===== src/design/lbf_pkg.sv =====
// Shared types and constants for the breathing LED fader.
package lbf_pkg;

    // Input transaction: event kind and its millisecond timestamp
    typedef struct packed {
        logic [1:0]  kind;
        logic [31:0] now_ms;
    } t_in_item;

    // Output transaction: one RGBW color and the ended flag
    typedef struct packed {
        logic [7:0] out_red;
        logic [7:0] out_green;
        logic [7:0] out_blue;
        logic [7:0] out_white;
        logic       is_ended;
    } t_out_item;

    // Event kinds
    typedef enum logic [1:0] {
        KIND_TICK  = 2'd0,
        KIND_START = 2'd1,
        KIND_END   = 2'd2,
        KIND_KILL  = 2'd3
    } t_kind;

    // Envelope phase
    typedef enum logic [1:0] {
        PH_STARTING = 2'd0,
        PH_RUNNING  = 2'd1,
        PH_ENDING   = 2'd2,
        PH_ENDED    = 2'd3
    } t_phase;

    // Sequencer states
    typedef enum logic [2:0] {
        S_IDLE,
        S_DIV_D,
        S_POST,
        S_MUL,
        S_DIV_CH,
        S_DONE
    } t_state;

    // Configuration register indexes
    localparam logic [2:0] CFG_BASE_RED   = 3'd0;
    localparam logic [2:0] CFG_BASE_GREEN = 3'd1;
    localparam logic [2:0] CFG_BASE_BLUE  = 3'd2;
    localparam logic [2:0] CFG_BASE_WHITE = 3'd3;
    localparam logic [2:0] CFG_HALF_PER   = 3'd4;
    localparam logic [2:0] CFG_FIRST_LED  = 3'd5;
    localparam logic [2:0] CFG_LAST_LED   = 3'd6;

    localparam int CFG_IDX_W  = 3;
    localparam int CFG_DATA_W = 16;

    localparam logic [15:0] HALF_PER_RESET = 16'd1000;
    localparam int          NUM_CHAN       = 4;

endpackage


===== src/design/led_breathing_fader.sv =====
// Breathing LED fader: triangle-wave RGBW envelope driven by timestamped events.
//
// Usage:
//   Input channel (i_in_valid / o_in_stall / i_in_data) carries events: tick,
//   start, request end and kill, each with a millisecond timestamp. Only a
//   tick produces an output transaction (o_out_valid / i_out_stall /
//   o_out_data): four channel values and an ended flag.
//   Start and kill complete in the accept cycle. An end request in the
//   running phase runs a 32-step divide plus a fix-up of the origin.
//   A tick that needs a color uses one shared restoring divider: it runs
//   32 steps for elapsed time / half period, then each of the four
//   channels takes a multiply and 8 divide steps. A dark tick (ended,
//   or the end of a fading breath) goes straight to the done state.
//   The input is stalled while an event is being worked on; one finished
//   result may wait in the output register while the next event is accepted.
//   If the receiver stalls and a second result is ready, the block holds it
//   internally and keeps the input stalled until the output register frees.
//   LED range registers are write-only and do not affect the color values.
//   Reset (synchronous, active low) puts the envelope in the ended phase,
//   clears the origin time and peaks, and sets the half period to 1000 ms.
module led_breathing_fader (
    input  logic                             i_clk,
    input  logic                             i_rst_n,
    input  logic                             i_in_valid,
    output logic                             o_in_stall,
    input  lbf_pkg::t_in_item                i_in_data,
    output logic                             o_out_valid,
    input  logic                             i_out_stall,
    output lbf_pkg::t_out_item               o_out_data,
    input  logic                             i_cfg_we,
    input  logic [lbf_pkg::CFG_IDX_W-1:0]    i_cfg_index,
    input  logic [lbf_pkg::CFG_DATA_W-1:0]   i_cfg_data
);
    import lbf_pkg::*;

    // Configuration registers
    logic [NUM_CHAN-1:0][7:0] r_base;
    logic [15:0]              r_half;

    // Control and datapath registers
    t_state                   r_state, n_state;
    t_phase                   r_phase, n_phase;
    logic [31:0]              r_origin, n_origin;
    logic [31:0]              r_now, n_now;
    logic                     r_is_end, n_is_end;
    logic [15:0]              r_rem, n_rem;
    logic [31:0]              r_quo, n_quo;
    logic [4:0]               r_cnt, n_cnt;
    logic [15:0]              r_num, n_num;
    logic [1:0]               r_ch, n_ch;
    logic [NUM_CHAN-1:0][7:0] r_chan, n_chan;
    logic                     r_ended, n_ended;
    t_out_item                r_out, n_out;
    logic                     r_out_valid, n_out_valid;

    logic [15:0] eff_p;
    logic [16:0] two_p;
    logic [31:0] d_now;
    logic        accept;
    logic        fade_done;
    logic        out_free;
    logic [16:0] step_cat;
    logic [17:0] step_diff;
    logic        step_ge;
    logic [15:0] step_rem;
    logic [31:0] step_quo;
    logic [23:0] prod;
    logic        even_slope;

    // Common terms
    assign eff_p     = (r_half == 16'd0) ? 16'd1 : r_half;
    assign two_p     = {eff_p, 1'b0};
    assign d_now     = i_in_data.now_ms - r_origin;
    assign accept    = i_in_valid && (r_state == S_IDLE);
    assign fade_done = d_now >= {15'd0, two_p};
    assign out_free  = !r_out_valid || !i_out_stall;
    assign even_slope = ~r_quo[0];

    // Shared restoring divider step
    assign step_cat  = {r_rem, r_quo[31]};
    assign step_diff = {1'b0, step_cat} - {2'b00, eff_p};
    assign step_ge   = ~step_diff[17];
    assign step_rem  = step_ge ? step_diff[15:0] : step_cat[15:0];
    assign step_quo  = {r_quo[30:0], step_ge};

    // Peak times slope position, registered before the channel divide
    assign prod = {16'd0, r_base[r_ch]} * {8'd0, r_num};

    // Next state
    always_comb begin
        n_state = r_state;
        unique case (r_state)
            S_IDLE: begin
                if (accept) begin
                    unique case (t_kind'(i_in_data.kind))
                        KIND_TICK: begin
                            unique case (r_phase)
                                PH_STARTING, PH_RUNNING: n_state = S_DIV_D;
                                PH_ENDING: n_state = fade_done ? S_DONE : S_DIV_D;
                                PH_ENDED:  n_state = S_DONE;
                                default:   n_state = S_DONE;
                            endcase
                        end
                        KIND_END: begin
                            if (r_phase == PH_RUNNING) begin
                                n_state = S_DIV_D;
                            end
                        end
                        default: n_state = S_IDLE;
                    endcase
                end
            end
            S_DIV_D: begin
                if (r_cnt == 5'd0) begin
                    n_state = S_POST;
                end
            end
            S_POST:   n_state = r_is_end ? S_IDLE : S_MUL;
            S_MUL:    n_state = S_DIV_CH;
            S_DIV_CH: begin
                if (r_cnt == 5'd0) begin
                    n_state = (r_ch == 2'(NUM_CHAN - 1)) ? S_DONE : S_MUL;
                end
            end
            S_DONE: begin
                if (out_free) begin
                    n_state = S_IDLE;
                end
            end
            default: n_state = S_IDLE;
        endcase
    end

    // Datapath and outputs of the sequencer
    always_comb begin
        n_phase     = r_phase;
        n_origin    = r_origin;
        n_now       = r_now;
        n_is_end    = r_is_end;
        n_rem       = r_rem;
        n_quo       = r_quo;
        n_cnt       = r_cnt;
        n_num       = r_num;
        n_ch        = r_ch;
        n_chan      = r_chan;
        n_ended     = r_ended;
        n_out       = r_out;
        n_out_valid = r_out_valid && i_out_stall;

        unique case (r_state)
            S_IDLE: begin
                if (accept) begin
                    n_now    = i_in_data.now_ms;
                    n_ch     = 2'd0;
                    n_is_end = 1'b0;
                    n_rem    = 16'd0;
                    n_quo    = d_now;
                    // step counter is loaded only when the divider runs
                    if (n_state == S_DIV_D) begin
                        n_cnt = 5'd31;
                    end
                    unique case (t_kind'(i_in_data.kind))
                        KIND_START: n_phase = PH_STARTING;
                        KIND_KILL:  n_phase = PH_ENDED;
                        KIND_END: begin
                            if (r_phase == PH_STARTING) begin
                                n_phase = PH_ENDED;
                            end
                            n_is_end = 1'b1;
                        end
                        KIND_TICK: begin
                            n_ended = 1'b0;
                            unique case (r_phase)
                                PH_STARTING: begin
                                    // first tick: envelope starts here, dark
                                    n_origin = i_in_data.now_ms;
                                    n_phase  = PH_RUNNING;
                                    n_quo    = 32'd0;
                                end
                                PH_RUNNING: ;
                                PH_ENDING: begin
                                    if (fade_done) begin
                                        n_phase = PH_ENDED;
                                        n_chan  = '0;
                                        n_ended = 1'b1;
                                    end
                                end
                                default: begin
                                    n_chan  = '0;
                                    n_ended = 1'b1;
                                end
                            endcase
                        end
                        default: ;
                    endcase
                end
            end
            S_DIV_D: begin
                n_rem = step_rem;
                n_quo = step_quo;
                if (r_cnt != 5'd0) begin
                    n_cnt = r_cnt - 5'd1;
                end
            end
            S_POST: begin
                if (r_is_end) begin
                    // move origin to the falling point of equal brightness
                    if (even_slope) begin
                        n_origin = r_now - ({15'd0, two_p} - {16'd0, r_rem});
                    end else begin
                        n_origin = r_now - ({16'd0, eff_p} + {16'd0, r_rem});
                    end
                    n_phase = PH_ENDING;
                end else begin
                    n_num = even_slope ? r_rem : (eff_p - r_rem);
                end
            end
            S_MUL: begin
                // quotient fits in 8 bits, so the top 16 bits start as remainder
                n_rem = prod[23:8];
                n_quo = {prod[7:0], 24'd0};
                n_cnt = 5'd7;
            end
            S_DIV_CH: begin
                n_rem = step_rem;
                n_quo = step_quo;
                if (r_cnt != 5'd0) begin
                    n_cnt = r_cnt - 5'd1;
                end else begin
                    n_chan[r_ch] = step_quo[7:0];
                    n_ch         = r_ch + 2'd1;
                end
            end
            S_DONE: begin
                if (out_free) begin
                    n_out.out_red   = r_chan[0];
                    n_out.out_green = r_chan[1];
                    n_out.out_blue  = r_chan[2];
                    n_out.out_white = r_chan[3];
                    n_out.is_ended  = r_ended;
                    n_out_valid     = 1'b1;
                end
            end
            default: ;
        endcase
    end

    // Sequencer and datapath registers
    always_ff @(posedge i_clk) begin
        if (!i_rst_n) begin
            r_state     <= S_IDLE;
            r_phase     <= PH_ENDED;
            r_origin    <= 32'd0;
            r_cnt       <= 5'd0;
            r_out_valid <= 1'b0;
        end else begin
            r_state     <= n_state;
            r_phase     <= n_phase;
            r_origin    <= n_origin;
            r_cnt       <= n_cnt;
            r_out_valid <= n_out_valid;
        end
        r_now    <= n_now;
        r_is_end <= n_is_end;
        r_rem    <= n_rem;
        r_quo    <= n_quo;
        r_num    <= n_num;
        r_ch     <= n_ch;
        r_chan   <= n_chan;
        r_ended  <= n_ended;
        r_out    <= n_out;
    end

    // Configuration writes; LED range indexes are accepted and dropped
    always_ff @(posedge i_clk) begin
        if (!i_rst_n) begin
            r_base <= '0;
            r_half <= HALF_PER_RESET;
        end else if (i_cfg_we) begin
            unique case (i_cfg_index)
                CFG_BASE_RED:   r_base[0] <= i_cfg_data[7:0];
                CFG_BASE_GREEN: r_base[1] <= i_cfg_data[7:0];
                CFG_BASE_BLUE:  r_base[2] <= i_cfg_data[7:0];
                CFG_BASE_WHITE: r_base[3] <= i_cfg_data[7:0];
                CFG_HALF_PER:   r_half    <= i_cfg_data;
                CFG_FIRST_LED, CFG_LAST_LED: ;
                default: ;
            endcase
        end
    end

    assign o_in_stall  = (r_state != S_IDLE);
    assign o_out_valid = r_out_valid;
    assign o_out_data  = r_out;

    // Step counter only runs inside the divide states
    a_cnt_idle: assert property (@(posedge i_clk) disable iff (!i_rst_n)
        (r_state != S_DIV_D && r_state != S_DIV_CH) |-> (r_cnt == 5'd0))
        else $error("step counter active outside divide");

    // Partial remainder always stays below the divisor
    a_rem_range: assert property (@(posedge i_clk) disable iff (!i_rst_n)
        (r_state == S_DIV_D || r_state == S_DIV_CH) |-> (r_rem < eff_p))
        else $error("divider remainder out of range");

    // An ended result is always dark
    a_ended_dark: assert property (@(posedge i_clk) disable iff (!i_rst_n)
        (o_out_valid && o_out_data.is_ended) |->
        (o_out_data.out_red == 8'd0 && o_out_data.out_green == 8'd0 &&
         o_out_data.out_blue == 8'd0 && o_out_data.out_white == 8'd0))
        else $error("ended result carries color");

    // A new result only comes from the done state
    a_out_src: assert property (@(posedge i_clk) disable iff (!i_rst_n)
        $rose(o_out_valid) |-> ($past(r_state) == S_DONE))
        else $error("result loaded outside done state");

endmodule

===== config.mk =====
export PLATFORM = sky130hd
export DESIGN_NAME = led_breathing_fader
export DESIGN_NICKNAME = d
export VERILOG_FILES = /design/src/design/lbf_pkg.sv /design/src/design/led_breathing_fader.sv
export SDC_FILE = /design/constraint.sdc
export NUM_CORES = 1
export LEC_CHECK = 0
export ABC_AREA = 1
export BUFFER_PORTS_ARGS = -buffer_cell sky130_fd_sc_hd__buf_2
export CORE_MARGIN = 10
export CORE_UTILIZATION = 50
export DETAILED_ROUTE_END_ITERATION = 8
export HOLD_SLACK_MARGIN = 0.15
export PLACE_DENSITY = 0.75
export RECOVER_POWER = 25
export SYNTH_ARGS = -nofsm -noshare
export SYNTH_HDL_FRONTEND = slang
export SYNTH_SLANG_ARGS = --single-unit
export TNS_END_PERCENT = 1

===== constraint.sdc =====
create_clock -name i_clk -period 8.1 [get_ports i_clk]
set_input_delay 1.62 -clock i_clk [delete_from_list [all_inputs] [get_ports i_clk]]
set_output_delay 1.62 -clock i_clk [all_outputs]
set_load 0.02 [all_outputs]

==> key figures <==
Drt
  • Final antenna-violating net count: 0
  • Drt drc: 0
  • First-pass DRT Iterations: 8
  • Initial drt markers: roughly 2100
  • Per-cell routed wire length: ~18 µm
  • Via count: between 20000 and 25000
  • Via/cell ratio: 5.634
  • Routed WL: 68230 µm

Synthesis
  • Yosys warning total: 0
  • Top_reg_cell synth: edfxtp_1
  • Share of the yosys chip area belonging to registers: between 20% and 30%
  • Compound-Gate Fraction of Synth Area: between 10% and 20%
  • Post-synthesis mux area share: 0%
  • EDFF count, synth: roughly 170
  • Xor/xnor cell area share of the yosys netlist: under 10%
  • Post-synthesis cell count: between 3000 and 4000
  • Ys async rst share: 0%
  • Adder-cell area share of the yosys netlist: just over 20%
  • Seq cells post-synth: roughly 260
  • Synth cell types: 55
  • Largest family of logic cells by synthesized area: simple AND/OR/NAND/NOR gates
  • Simple-gate share of the synthesized area: between 20% and 30%
  • Mapped Area: 22760 µm²
  • Mapped Nets: roughly 3400
  • Syn Area/Cell: roughly 7.5 µm²

STA
  • RSZ-0062 raised after global routing: no
  • Maximum clock rate: 162.3 MHz
  • Final Skew: between 0.02 and 0.025 ns
  • Setup_tns: 0 ns
  • Final min period: slightly above 6 ns
  • Fin. max-slew vios: 34
  • Worst Tran Pin Value: about 1.9 ns
  • Final period utilization: 76.04%
  • Worst slew margin: -27.94%
  • Final hold violation count: 0
  • Final Setup Violations: 0
  • Final Worst Setup Slack: 1.940 ns

Clock network
  • Count of cells resized by post-cts repair: 0
  • Root buffer cell: clkbuf_16
  • Clock Pin Slew Worst Setup and Hold Paths: 0.07 ns
  • Hold_buf cts: 0
  • Post-CTS setup buffer count: 0
  • CTS tree: built
  • Clock Tree Buf Depth: 3
  • Clock sink count: 256
  • H-tree Lvls: 1
  • Clock insertion delay at the later pin of the skew report: between 0.5 and 0.6 ns
  • Num CTS Buffers: 29

Placement
  • IO buf count: 92
  • Final HPWL DP: 53950 µm
  • Setup slack at placement: ~2.0 ns
  • Final Wtd Congestion: between 0.9 and 1
  • Post-Place Cell Area: 23810 µm²

Die
  • Die area: 54460 µm²
  • Num ports: 93
  • Chip Height: ~230 µm
  • Core area: roughly 45000 µm²
  • Row count: 78
  • Initial Util: 50.38%
  • Die X: between 200 and 250 µm

Worst setup path
  • CP arrival: between 6 and 7 ns
  • CP Launch Type: flip-flop
  • Crit. End Element: flip-flop
  • Crit Path Class: flip-flop to flip-flop
  • CP required: around 8.4 ns
  • Crit Path Max Fanout: 15
  • FF-to-FF setup slack: between 1.5 and 2 ns

Cells and area
  • Post-route cell area: ~25000 µm²
  • Syn-to-layout area delta: 8.470%
  • NumNets Final: around 3500
  • Commonest non-fill, non-tap cells in the layout: 658 x nand2_1, 458 x inv_1, 312 x nor2_1
  • Layout cell share with drive strength beyond 1: roughly 6%
  • Commonest non-fill, non-tap cell in the layout: nand2_1

GRT
  • Initial antenna violation count: 1
  • Largest net degree at the start of global routing: 68
  • First-pass GRT wire length: 107500 µm
  • Overflow left after global routing: 0
  • All-layer global routing usage: 24.53%
  • Vias in the first global route: 20170

Power
  • Power Dens Cells: 407.2 nW/µm²
  • Final Total Pwr: roughly 0.010 W
  • Leak Pwr: 11.40 nW
  • Maximum vdd drop: ~270 µV

Run
  • MaxCap Viol Count: 1

Outcome
  • Status: finished, violations left
  • Failing checks: max-capacitance violations, max-slew violations

Hold path
  • Worst hold path type: flip-flop to flip-flop
-- layer usage --
layer	vias to the layer above	part of all wire [%]	GRT usage [%]
li1	10110	-	-
met1	9937	42	31.16
met2	749	49	42.87
met3	143	5.9	2.730
met4	0	3.4	7.781
met5	-	0	0
-- worst paths after layout --
| check | startpoint | endpoint | cells after the start |
|---|---|---|---|
| max | r_ch[1] | r_rem[15] | 24 |
| max reg2reg | r_ch[1] | r_rem[15] | 24 |
| min | r_ended | o_out_data[0] | 0 |
| min reg2reg | r_ended | o_out_data[0] | 0 |
-- state kept, by name (all words and copies together), names as in the netlist --
| signal | count |
|---|---|
| o_out_data | 33 |
| r_base | 32 |
| r_chan | 32 |
| r_now | 32 |
| r_origin | 32 |
| r_quo | 32 |
| r_half | 16 |
| r_num | 16 |
| r_rem | 16 |
| r_cnt | 5 |
| r_state | 3 |
| r_ch | 2 |
| r_phase | 2 |
| o_out_valid | 1 |
| r_ended | 1 |
| r_is_end | 1 |
-- critical path, stage by stage (launching register included) --
cell	delay (ns)
edfxtp_1	0.59
clkinv_1	0.37
nand3_1	0.18
nand2_1	0.09
inv_1	0.38
nand2_1	0.16
fa_1	0.54
fa_1	0.55
inv_1	0.07
fa_1	0.53
fa_1	0.50
ha_1	0.34
nand2_1	0.06
o21ai_1	0.27
a21oi_1	0.17
o21ai_2	0.23
a31oi_1	0.15
o21ai_0	0.24
nand2_1	0.11
nand2_1	0.07
nand2_1	0.04
nand2_1	0.08
nand2_1	0.06
nand2_1	0.06
o22ai_1	0.07
-- Yosys cell counts, drive strengths merged (6+ instances only) --
cell type,n,share of area [%]
a21oi,284,6.3
a21o,7,0.23
ha,207,11
nand4,19,0.52
nand3,129,3.0
o211ai,34,1.1
dfxtp,91,8.0
o22ai,13,0.36
or2,8,0.22
o21ai,214,4.8
fa,105,9.2
buf,11,0.20
nor4,10,0.30
o31ai,6,0.20
nand3b,9,0.30
a21boi,10,0.35
nor2,321,5.4
a22o,14,0.54
xor2,57,2.2
inv,464,7.7
o21a,7,0.23
xnor2,14,0.54
nor3,25,0.59
and2,6,0.16
edfxtp,165,22
clkbuf,71,1.2
a221oi,8,0.31
nand2,677,11
a31oi,15,0.41
o21bai,12,0.40
-- final cells by class --
type                    instances  area, µm²
fillers                      4212      20490
multi-input cells            2227      13920
flip-flops and latches        256       6777
inverters                     469       1760
clock buffers                  37      807.0
well taps                     600      750.7
repair buffers                110      540.5
clock inverters                17      132.6
diodes                          1      2.502
-- cell families (layout without fill, tap and decap cells) --
kind of cell	count (synthesis)	in the layout
and+or+nand+nor	1206	1206
AOI/OAI and AO/OA	638	638
buffers and inverters	551	633
adders and majority gates	312	312
DFF	256	256
xor gates and xnor gates	71	71
other	0	1
-- power by group --
group          internal [W]  switching (W)  total, W  leakage, nW
Clock              0.000741       0.000575   0.00132        0.464
Sequential          0.00181       0.000252   0.00206         2.31
Combinational       0.00231        0.00437   0.00668         8.62
-- stage by stage --
stage,cells,hold WS [ns],utilization [%]
after floorplan,3034,0.4003,-
after global placement,3662,0.4163,52.69
after detailed placement,3662,0.4232,52.69
after CTS,3716,0.4387,54.77
after global routing,3717,0.4494,54.65
final,3717,0.4433,54.65
Note: power is estimated with default switching activity, not from simulation.
